`src/rtl/kts_div.sv`:
```
`default_nettype none
// Restoring divider: 16-bit quotient of (num << 16) / den, num < den, one bit a cycle.
module kts_div (
  input  logic        clk_i,
  input  logic        rst_ni,
  input  logic        start_i,
  input  logic [31:0] num_i,
  input  logic [31:0] den_i,
  output logic        done_o,
  output logic [16:0] quo_o
);
  logic [32:0] rem_q, rem_d;
  logic [31:0] den_q;
  logic [16:0] quo_q, quo_d;
  logic [4:0]  cnt_q, cnt_d;
  logic        busy_q, busy_d;
  logic [33:0] sh;

  assign sh = {rem_q, 1'b0};

  always_comb begin
    rem_d  = rem_q;
    quo_d  = quo_q;
    cnt_d  = cnt_q;
    busy_d = busy_q;
    if (start_i) begin
      rem_d  = {1'b0, num_i};
      quo_d  = '0;
      cnt_d  = 5'd16;
      busy_d = 1'b1;
    end else if (busy_q) begin
      if (sh >= {2'b00, den_q}) begin
        rem_d = 33'(sh - {2'b00, den_q});
        quo_d = {quo_q[15:0], 1'b1};
      end else begin
        rem_d = sh[32:0];
        quo_d = {quo_q[15:0], 1'b0};
      end
      cnt_d = cnt_q - 5'd1;
      if (cnt_q == 5'd1) busy_d = 1'b0;
    end
  end

  always_ff @(posedge clk_i or negedge rst_ni) begin
    if (!rst_ni) begin
      busy_q <= 1'b0;
      cnt_q  <= '0;
    end else begin
      busy_q <= busy_d;
      cnt_q  <= cnt_d;
    end
  end

  always_ff @(posedge clk_i) begin
    rem_q <= rem_d;
    quo_q <= quo_d;
    if (start_i) den_q <= den_i;
  end

  assign done_o = busy_q && (cnt_q == 5'd1);
  assign quo_o  = quo_d;
endmodule
`default_nettype wire
```
`config.mk`:
```
export PLATFORM = sky130hd
export DESIGN_NAME = kts_div
export DESIGN_NICKNAME = d
export VERILOG_FILES = /design/src/rtl/kts_div.sv
export SDC_FILE = /design/constraint.sdc
export NUM_CORES = 1
export LEC_CHECK = 0
export ABC_AREA = 1
export ABC_CLOCK_PERIOD_IN_PS = 3300
export BUFFER_PORTS_ARGS = -buffer_cell sky130_fd_sc_hd__buf_2
export CAP_MARGIN = 20
export CORE_ASPECT_RATIO = 1.2
export CORE_UTILIZATION = 65
export CTS_BUF_LIST = sky130_fd_sc_hd__clkbuf_8
export CTS_CLUSTER_SIZE = 40
export DETAILED_ROUTE_END_ITERATION = 12
export HOLD_SLACK_MARGIN = 0.1
export PLACE_DENSITY = 0.88
export SYNTH_ARGS = -nofsm -noshare
export SYNTH_HDL_FRONTEND = slang
export SYNTH_SLANG_ARGS = --single-unit
```
`constraint.sdc`:
```
create_clock -name clk_i -period 3.3 [get_ports clk_i]
set_clock_uncertainty 0.1 [all_clocks]
set_input_delay 0.165 -clock clk_i [delete_from_list [all_inputs] [get_ports clk_i]]
set_output_delay 0.165 -clock clk_i [all_outputs]
set_load 0.005 [all_outputs]
```
Word level (Yosys, flattened, before mapping):

Cells that the tools add are included.

* register bits after elaboration: 88
* output and inout port bits: 18

* add/subtract/negate cells: 2
* order comparisons: 1
* equality and inequality tests: 1
* muxes and demuxes: 11
* reductions and logical operators: 2

Operator list (number)
* 2-to-1 mux 32 bit: 2
* greater-or-equal comparator 34 x 32 -> 1 bit: 1
* 2-to-1 mux 17 bit: 2
* 2-to-1 mux 33 bit: 1
* subtractor 33 x 32 -> 33 bit: 1
* 2-to-1 mux 5 bit: 2
* == test 5 x 1 -> 1 bit, second input constant: 1
* subtractor 5 x 1 -> 5 bit, second input constant: 1
* 2-to-1 mux 1 bit: 4
* nonzero test 2 bit: 1
* logical AND 1 bit: 1

Logic depth before layout (Yosys ltp):

* word-level depth: 4
* depth in mapped cells: 16

Worst setup path before layout:

Ideal clock, no wire load.

* kind: input to register
* start point: input port start_i
* end point: register quo_q[10]
* library setup time: 204 ps
* arrival: 1978 ps
* setup slack: 1018 ps
* stages: 5
* path buffers: 2
* cell sequence: clkbuf_1 > nor2_1 > clkinv_1 > clkbuf_1 > o22ai_1

* longest elaborated chain between the ends: 1

Ends and longest elaborated chain
* from (decl): line 6 `input logic start_i,`
* 2-to-1 mux 17 bit: line 26 `if (start_i) begin`
* named net quo_o[10]: line 10 `output logic [16:0] quo_o`
* to (signal assigned): line 56 `quo_q <= quo_d;`
* to (decl): line 14 `logic [16:0] quo_q, quo_d;`

The timed path passes the listed nets, and every way through them passes these cells.
A chain may end at the register's enable or synchronous reset.

Worst setup path after layout:

* start point: register rem_q[24]
* end point: output port quo_o[0]

* longest elaborated chain between the ends: 4

Ends and longest elaborated chain
* from (decl): line 12 `logic [32:0] rem_q, rem_d;`
* from (signal assigned): line 55 `rem_q <= rem_d;`
* greater-or-equal comparator 34 x 32 -> 1 bit: line 32 `if (sh >= {2'b00, den_q}) begin`
* 2-to-1 mux 1 bit: line 32
* 2-to-1 mux 17 bit: line 31 `end else if (busy_q) begin`
* 2-to-1 mux 17 bit: line 26
* to (decl): line 10

Every way passes these cells.

==> results.yml <==
status:
  status: "finished, final reports clean"
sta:
  setup_violations: 0
  tightest_slew_ns: 0.580
  finalCritPeriodShare_pct: 93.6
  setup_tns_ns: 0
  slew_headroom_pct: 61.3
  hold_viol: 0
  rsz0062_at_grt: "no"
  final.min_clock_period_ns: 3.09
  max_freq_mhz: 324
  worst_slack_ns: 0.213
  drv_slew: 0
critical_path:
  rrSetupSlack_ns: 0.51
  crit_chain: "ha_1 -> nand2_1 -> nor2_1 -> nand2_1 -> nor2_1 -> nand2_2 -> nand3_4 -> nand2_1 -> o21ai_0 -> buf_2"
  crit_fanout: 17
  cp.depth: 10
  cp-start-kind: "register"
  critPathKind: "register to output pin"
  end_kind: "output pin"
  timing.rr.start: "rem_q[8]$_DFFE_PP_"
  critical_path.max_stage_delay_ns: 0.44
  cpMostUsedCell: "nand2_1"
  worstRegToRegCells: 13
  worst-path-buf-inv: 1
  path_delay_family: "simple AND/OR/NAND/NOR gates"
  cp.arrival_ns: 2.82
  slowest_stage: "edfxtp_1"
  worstPathRequired_ns: 3.03
  cp-startpoint: "rem_q[24]$_DFFE_PP_"
power:
  power_density_mw_per_mm2: 802
  power_leakage_uw: 0.00432
  irDropWorstVdd_v: 0.000576
  power_uw: 6320
grt:
  grt_pass1_vias: 6757
  grt_max_degree: 45
  grt_pass1_wl_um: 30600
  globalRouteTotalUtil_pct: 38.1
  overflow: 0
  antenna_found_initial: 0
yosys:
  yosys-top-cells-area: "edfxtp_1, nand2_1, inv_1, ha_1, dfxtp_1"
  ys_warn_count: 0
  avgSynthCellArea_sq_um: 6.81
  synth_nets: 1054
  syn_inst: 952
  synthDistinctLibCells: 36
  syn-cell-area_sq_mm: 0.00648
  synth_top_cell_by_area: "edfxtp_1"
  ys_seq_area_share_pct: 37.5
  synth_top_area_share_pct: 29.6
  ys_seq_elements: 88
drt:
  met2_length_um: 9650
  drt_pass1_iterations: 8
  vias_per_cell: 5.50
  drtIter0Drc: 695
  num_vias: 6761
  met1Wirelength_um: 7230
  wl_per_cell_um: 15.7
  wl_um: 19300
  dr.max_layer_used: "met4"
  drc_errors: 0
  ant_nets: 0
  wl_met3_um: 1600
layout:
  final_common_cell: "nand2_1"
  fin_cells: 1229
  diodes: 0
  final_cell_mix: "nand2_1, inv_1, buf_2"
  final_layout_size_suffix_gt1_share_pct: 11.6
  areaGrowthSynthToFinish_pct: 21.5
  layout.nets: 1203
  postLayoutCoreUtil_pct: 81.9
clock_tree:
  numCtsBuffers: 9
  ctsLongestPathBuffers: 2
  cts-resized-gates: 0
  tritoncts: "done"
  clock_latency_ns: 0.38
  clock_sinks: 88
  ctsRootBufferMaster: "clkbuf_8"
  htreeDepth: 3
  clk_pin_slew_ns: 0.10
  post_cts.repair.setup_buffers: 0
placement:
  hpwl_um: 12600
  numPortBuffers: 84
  place_inst: 1146
  place.gp.congestion: 1.06
  place_ws_ns: 0.550
floorplan:
  initial_core_util_pct: 67.5
  io_pins: 85
  fp.dieW_um: 93.2
  rows: 39
  fp.dieArea_sq_mm: 0.0104
  coreArea_sq_mm: 0.00961
  fp.dieH_um: 111
min_path:
  min_path_type: "primary input to register"
  hp-start: "start_i"
  hold_path_depth: 1
run:
  cap_violations: 0
-- metrics by stage --
step	cell area (sq um)	hold slack (ns)
global route	7880	0.230
global placement	7010	-0.106
finish	7880	0.219
floorplan	6480	-0.231
CTS	7870	0.195
detailed placement	7010	-0.105
-- registers in the layout, summed over array words and instances, names as in the netlist --
signal and cells:
busy_q 1, cnt_q 5, den_q 32, quo_q 17, rem_q 33
-- cell type report --
| class | count | area [sq um] |
|---|---|---|
| Multi-Input combinational cell | 631 | 3150 |
| Sequential cell | 88 | 2430 |
| Fill cell | 642 | 1740 |
| Timing Repair Buffer | 158 | 1140 |
| Inverter | 213 | 800 |
| Tap cell | 123 | 154 |
| Clock buffer | 9 | 124 |
| Clock inverter | 7 | 77.6 |
-- synthesized netlist by cell type, drive strengths merged --
| master | n |
|---|---|
| nand2 | 364 |
| inv | 210 |
| edfxtp | 64 |
| nand3 | 58 |
| nor2 | 44 |
| nand4 | 38 |
| ha | 34 |
| a21oi | 23 |
| dfxtp | 18 |
| o22ai | 16 |
| xnor2 | 14 |
| buf | 13 |
| clkbuf | 8 |
| nor3 | 8 |
| o21ai | 8 |
| and2 | 7 |
| nand3b | 7 |
| dfrtp | 6 |
| clkinv | 3 |
| o21bai | 3 |
| or2 | 2 |
| fa | 1 |
| nor3b | 1 |
| nor4 | 1 |
| xor2 | 1 |
-- per-layer routing --
metal / vias up / GRT usage, %
li1: 3261 / -
met1: 3039 / 44.1
met2: 383 / 67.5
met3: 78 / 5.19
met4: 0 / 19.8
met5: - / 0
-- report_power, final --
group | internal, uW | total [uW] | switching [uW]
sequential | 1520 | 1670 | 152
clock | 360 | 798 | 438
combinational | 1340 | 3850 | 2510
total | 3220 | 6320 | 3100
-- kinds of logic (layout without fill, tap and decap cells) --
family	count (synthesis)	after routing	share of synthesized area [%]
flops	88	88	37.5
fa+ha+maj	35	35	6.87
compound gates	50	50	4.28
buf+inv	234	387	14.1
xor+xnor	15	15	2.03
simple gates	530	531	35.2
-- worst paths after layout --
path,end
worst min register to register,cnt_q[4]$_DFFE_PN0P_
max in group asynchronous,busy_q$_DFF_PN0_
worst max-delay path,quo_o[0]
worst max register to register,rem_q[0]$_DFFE_PP_
worst min-delay path,den_q[28]$_DFFE_PP_
min in group asynchronous,cnt_q[1]$_DFFE_PN0P_
-- repair_timing --
item / in CTS / in global routing
hold endpoints to repair: 70 / 0
endpoints found under the setup margin: 0 / 1
hold buffers: 66 / 0
(Power assumes the default switching activity.)
