`src/rtl/kts_pkg.sv`:
```
`default_nettype none
package kts_pkg;

  localparam int unsigned ValW = 32;

  typedef enum logic [0:0] {
    OpAdd    = 1'b0,
    OpSample = 1'b1
  } op_e;

  typedef enum logic [1:0] {
    StOk    = 2'd0,
    StFull  = 2'd1,
    StEmpty = 2'd2
  } status_e;

  typedef enum logic [2:0] {
    SIdle,
    SShift,
    SScan,
    SDiv,
    SMul,
    SDone
  } state_e;

  // One keyframe as held by a cell.
  typedef struct packed {
    logic [ValW-1:0] t;
    logic [ValW-1:0] x;
    logic [ValW-1:0] y;
    logic [ValW-1:0] z;
  } key_t;

  // Control from the sequencer to every cell.
  typedef struct packed {
    logic insert;   // cells holding a later key, or at or past count, load from left or new key
    logic scan;     // rotate the row one place toward cell 0
  } cell_ctl_t;

endpackage
`default_nettype wire

```
`src/rtl/kts_cell.sv`:
```
`default_nettype none
// One keyframe slot. On insert: a slot holding a key later than the new time
// moves right; the first such slot (or the first free slot) takes the new key.
// On scan the row rotates toward cell 0 so the sequencer sees every key.
module kts_cell (
  input  logic             clk_i,
  input  kts_pkg::cell_ctl_t ctl_i,
  input  logic             used_i,       // this slot holds a key
  input  logic             left_used_i,
  input  kts_pkg::key_t    new_key_i,
  input  kts_pkg::key_t    left_key_i,   // neighbor at index - 1
  input  kts_pkg::key_t    right_key_i,  // neighbor at index + 1 (rotation)
  output kts_pkg::key_t    key_o
);
  kts_pkg::key_t key_q, key_d;
  logic left_gt, self_gt;

  assign left_gt = left_used_i && ($signed(left_key_i.t) > $signed(new_key_i.t));
  assign self_gt = used_i && ($signed(key_q.t) > $signed(new_key_i.t));

  always_comb begin
    key_d = key_q;
    if (ctl_i.insert) begin
      if (left_gt) begin
        key_d = left_key_i;
      end else if (self_gt || !used_i) begin
        key_d = new_key_i;
      end
    end else if (ctl_i.scan) begin
      key_d = right_key_i;
    end
  end

  always_ff @(posedge clk_i) begin
    key_q <= key_d;
  end

  assign key_o = key_q;
endmodule
`default_nettype wire

```
`config.mk`:
```
export PLATFORM = sky130hd
export DESIGN_NAME = kts_cell
export DESIGN_NICKNAME = d
export VERILOG_FILES = /design/src/rtl/kts_pkg.sv /design/src/rtl/kts_cell.sv
export SDC_FILE = /design/constraint.sdc
export NUM_CORES = 1
export LEC_CHECK = 0
export BUFFER_PORTS_ARGS = -buffer_cell sky130_fd_sc_hd__buf_2
export CELL_PAD_IN_SITES_DETAIL_PLACEMENT = 1
export CELL_PAD_IN_SITES_GLOBAL_PLACEMENT = 2
export CORE_AREA = 2 2 200 202
export CTS_CLUSTER_SIZE = 40
export DETAILED_ROUTE_END_ITERATION = 8
export DIE_AREA = 0 0 202 204
export HOLD_SLACK_MARGIN = 0.02
export PLACE_DENSITY = 0.74
export SETUP_SLACK_MARGIN = 0.05
export SYNTH_ARGS = -nofsm -noshare
export SYNTH_HDL_FRONTEND = slang
export SYNTH_SLANG_ARGS = --single-unit
```
`constraint.sdc`:
```
create_clock -name clk_i -period 35.5 [get_ports clk_i]
set_input_delay 8.875 -clock clk_i [delete_from_list [all_inputs] [get_ports clk_i]]
set_output_delay 8.875 -clock clk_i [all_outputs]
set_load 0.005 [all_outputs]
```
== Word level (Yosys, flattened, before mapping) ==
Cells that the tools add are included.

* Output and inout bits: 128
* Bits in latches: 0
* Memories: 0
* Memory bits (read-only): 0
* Memory bits (writable): 0
* Bits in registers: 128

* Multiply operators: 0
* Shift operators: 0
* Reductions and logical operators: 6
* Eq/ne operators: 1
* Magnitude comparators: 2
* Multiplexer cells: 4
* Bitwise gates (word level): 0
* $add $sub $neg: 0
* Divide/modulo/power cells: 0

{| class="wikitable"
|+ Operators by type and width
! operator !! count
|-
| $mux W128 || 4
|-
| $gt A32 B32 Y1 || 2
|-
| $ne A3 B1 Y1 const B || 1
|-
| $logic_and A1 B1 Y1 || 2
|-
| $reduce_and A2 Y1 || 1
|-
| $reduce_bool A2 Y1 || 1
|-
| $logic_not A1 Y1 || 1
|-
| $logic_or A1 B1 Y1 || 1
|}

== Depth between registers and ports, before layout ==
* Depth in word-level cells: 6
* Depth in mapped cells: 11
* Mapped depth without buffers: 9

== Least setup slack after synthesis ==
Ideal clock, no wire load.

* Path kind: input port to flip-flop
* Start point: input port new_key_i[111] (netlist bit)
* End point: register key_q, in the netlist key_o[0], enable pin
* Path buffers: 0
* Path slack: 15.414 ns
* Setup time: 0.792 ns
* Arrival time: 19.295 ns
* Stages: 8
* Data required time: 34.708 ns
* Cell sequence: inv_1 ha_1 nand4_1 or4_1 o2111ai_1 a31oi_1 a31o_2 o21ai_0

* Cells in the longest elaborated chain, start to end: 5
* Elaborated cells on any way between the ends: 7
* Those cells by class: order compare (2); eq/ne (1); reduce/logical (4)

{| class="wikitable"
|+ Ends and longest elaborated chain
! what !! RTL line !! RTL
|-
| from (decl) || kts_cell.sv:10 || <nowiki>input kts_pkg::key_t new_key_i,</nowiki>
|-
| $gt A32 B32 Y1 || kts_cell.sv:19 || <nowiki>assign self_gt = used_i && ($signed(key_q.t) > $signed(new_key_i.t));</nowiki>
|-
| $logic_and A1 B1 Y1 || kts_cell.sv:19 ||
|-
| $logic_or A1 B1 Y1 || kts_cell.sv:26 || <nowiki>end else if (self_gt || !used_i) begin</nowiki>
|-
| $ne A3 B1 Y1 (no source line) (*) || - ||
|-
| $reduce_and A2 Y1 (no source line) (*) || - ||
|-
| to (signal assigned) || kts_cell.sv:35 || <nowiki>key_q <= key_d;</nowiki>
|-
| to (decl) || kts_cell.sv:15 || <nowiki>kts_pkg::key_t key_q, key_d;</nowiki>
|}

Mark *: on every way between the ends. The rest lies on a longest branch, timed or not.
A chain may end at the register's enable or synchronous reset.

==> run metrics <==
Async SR Flop Fraction=0%; final hold vios=0; commonest cells after routing, fill and taps aside=buf_2, inv_1, nand4_1; skew final=between 0.01 and 0.015 ns; mux cell area share after synthesis=less than 1%; kind of end point of the critical path=flop; DR DRC count=0; dominant synthesized flop cell=edfxtp_1; IO Pins=517; min Tclk post-route=approximately 12 ns; commonest non-fill, non-tap cell in the layout=buf_2; maxcap violations=0; Worst Path Required=35.65 ns; setup_tns=0 ns; final core utilization=approximately a third; simple logic cell fraction of the synthesized area=about an eighth; fmax=between 80 and 90 MHz; Reg clk slew, reported paths=approximately 0.07 ns; Core Box Area=around 40,000 um2; Die Y=slightly above 200 um; Pwr Total=between 0.0005 and 0.0006 W; area fraction of the dominant cell type after synthesis=between 40% and 50%; global-route wire length before repair=slightly below 60 mm; largest net degree at the start of global routing=96; Worst setup SP type=input pin; CTS root buffer=clkbuf_16; vias in the first global route=approximately 9.6k; area grow syn2layout=36.0%; Initial Util=between 20% and 30%; cts repair resizes=0; die area=between 40,000 and 50,000 um2; Max Slew Vio Count=0; clock buffer depth=2; final worst slack=roughly 23 ns; Num CTS Buffers=17; Cell Pwr Density=41.7 nW/um2; adder-cell share of the synthesized area=roughly 8.4%; pre-CTS WS=about 23 ns; DRT antenna net count=0; Mean Syn Cell Area=~10 um2; number of flops mapped to enable cells by yosys=approximately 130; RSZ-0062 raised after global routing=false; GRT overflow=0; sequential-to-total area share from yosys stat=between 40% and 50%; Synth Warn #=0; worst vdd ir=roughly 32 uV; CP arrival=12.57 ns; clk_lat worst skew=~0.45 ns; fraction of layout cells with a size suffix above 1=around half; register area=~3800 um2; Gate Count Post-Synth=~900; area leader, netlist=edfxtp_1; critical path class=input pin to flop; FILL cells=around 4.7k; Initial DRC Count=502; critical path, cell by cell=buf_2, inv_1, ha_1, a21oi_1, o21ai_0, a221oi_1, a31oi_1, or3_1, nand3_4, buf_4, o221ai_1; num rows=73; clock sink count=128; TritonCTS clock tree=built; status=completed; GRT Resource Usage Total=a little under a fifth; Vias=between 9k and 10k; distinct cell type count after synthesis=44; final WL=approximately 40 mm; DPL Wire Length=~30 mm; period utilization=between 30% and 40%; cell leakage power=6.48 nW; Mapped Area=9580 um2; CP max stage cell=buf_4; cts hold-fix bufs=0; Chip Width=approximately 200 um; DR WL/cell=20.4 um; crit-path max cell delay=between 0.8 and 0.9 ns; Setup Buffers After CTS=0; H-tree lvl count=4; layout net count=about 1.9k; Pre-antenna DRT Iters=7; # port buffers=roughly 520; drt via density=4.75; setup violators final=0; Worst slew margin=between 30% and 40%; antenna violations before repair=8; area of the multi-input gates=approximately 4200 um2; worst slew pin tran=a little over 1 ns; Yosys reg bits=128; synth top area cells=edfxtp_1, o221ai_2, inv_1, nand4_1, ha_1; Synth Area in XOR/XNOR=0%; combinational family with the most area after synthesis=compound AO/OA/AOI/OAI gates; Largest register FFs=roughly 130; hold crit path type=flop to flop; Synth Area in Compound Gates=a little under a quarter; Critical Path Fanout Max=51; syn nets=roughly 1.4k; Final GP Congestion=approximately 0.84
==> stage by stage <==
step | cells | instance area [um2] | hold WS, ns
after floorplan | 926 | 9580 | 5.40
after global placement | 1906 | 12400 | 1.51
after detailed placement | 1906 | 12400 | 1.55
after CTS | 1938 | 13000 | 1.57
after global routing | 1942 | 13000 | 1.60
final | 1943 | 13000 | 1.50
==> worst max-delay path: cells and delay by family <==
kind | cells | cell delay (ns)
AOI/OAI and AO/OA | 5 | 1.26
and+or+nand+nor | 2 | 1.06
buffers and inverters | 3 | 0.99
adders and majority gates | 1 | 0.33
==> cells in the mapped netlist, types with 2 or more instances <==
| library cell | count |
|---|---|
| a21o_1 | 4 |
| a21oi_1 | 27 |
| a31oi_1 | 3 |
| and4_1 | 3 |
| buf_1 | 2 |
| buf_12 | 11 |
| buf_2 | 16 |
| buf_8 | 2 |
| clkbuf_1 | 39 |
| edfxtp_1 | 128 |
| ha_1 | 64 |
| inv_1 | 291 |
| nand2_1 | 16 |
| nand2b_1 | 4 |
| nand3_1 | 3 |
| nand4_1 | 139 |
| nor2_1 | 6 |
| nor3_1 | 2 |
| o211ai_1 | 2 |
| o21ai_0 | 12 |
| o221ai_1 | 8 |
| o221ai_2 | 120 |
| or3_1 | 2 |
| or4_1 | 2 |
==> layer usage <==
metal	share of wire, %	wire length [um]	track usage (%)
met2	49	19600	31.4
met4	1.8	729	5.96
met5	0.086	34	0
met1	42	16700	23.6
met3	6.5	2560	4.05
==> layout make-up <==
cell class              count  share of cell area (%)
clock inverters            15                    1.20
multi-input cells         436                    32.1
flip-flops and latches    128                    29.5
repair buffers            526                    20.5
well taps                 525                    5.04
inverters                 291                    8.38
clock buffers              17                    3.26
diodes                      5                  0.0960
==> logic make-up after synthesis <==
| kind of cell | after synthesis |
|---|---|
| buffers and inverters | 362 |
| adder cells (fa/ha/maj) | 64 |
| multiplexers | 1 |
| flip-flops | 128 |
| AND/OR/NAND/NOR | 185 |
| AO/OA/AOI/OAI | 186 |
==> final timing paths <==
path	endpoint	from	slack [ns]	depth (start not counted)
setup / recovery	key_o[3]	new_key_i[103]	23.07	11
setup reg to reg	key_o[55]	key_o[113]	31.90	9
hold reg to reg	key_o[98]	key_o[127]	1.50	5
hold / removal	key_o[98]	key_o[127]	1.50	5
==> where the power goes <==
group	internal, W	leakage (nW)	switching, W
combinational	0.0000639	4.89	0.0000868
clock	0.000104	0.276	0.0000788
sequential	0.000200	1.32	0.0000101
total	0.000368	6.48	0.000176
Note: power is estimated with default switching activity, not from simulation.
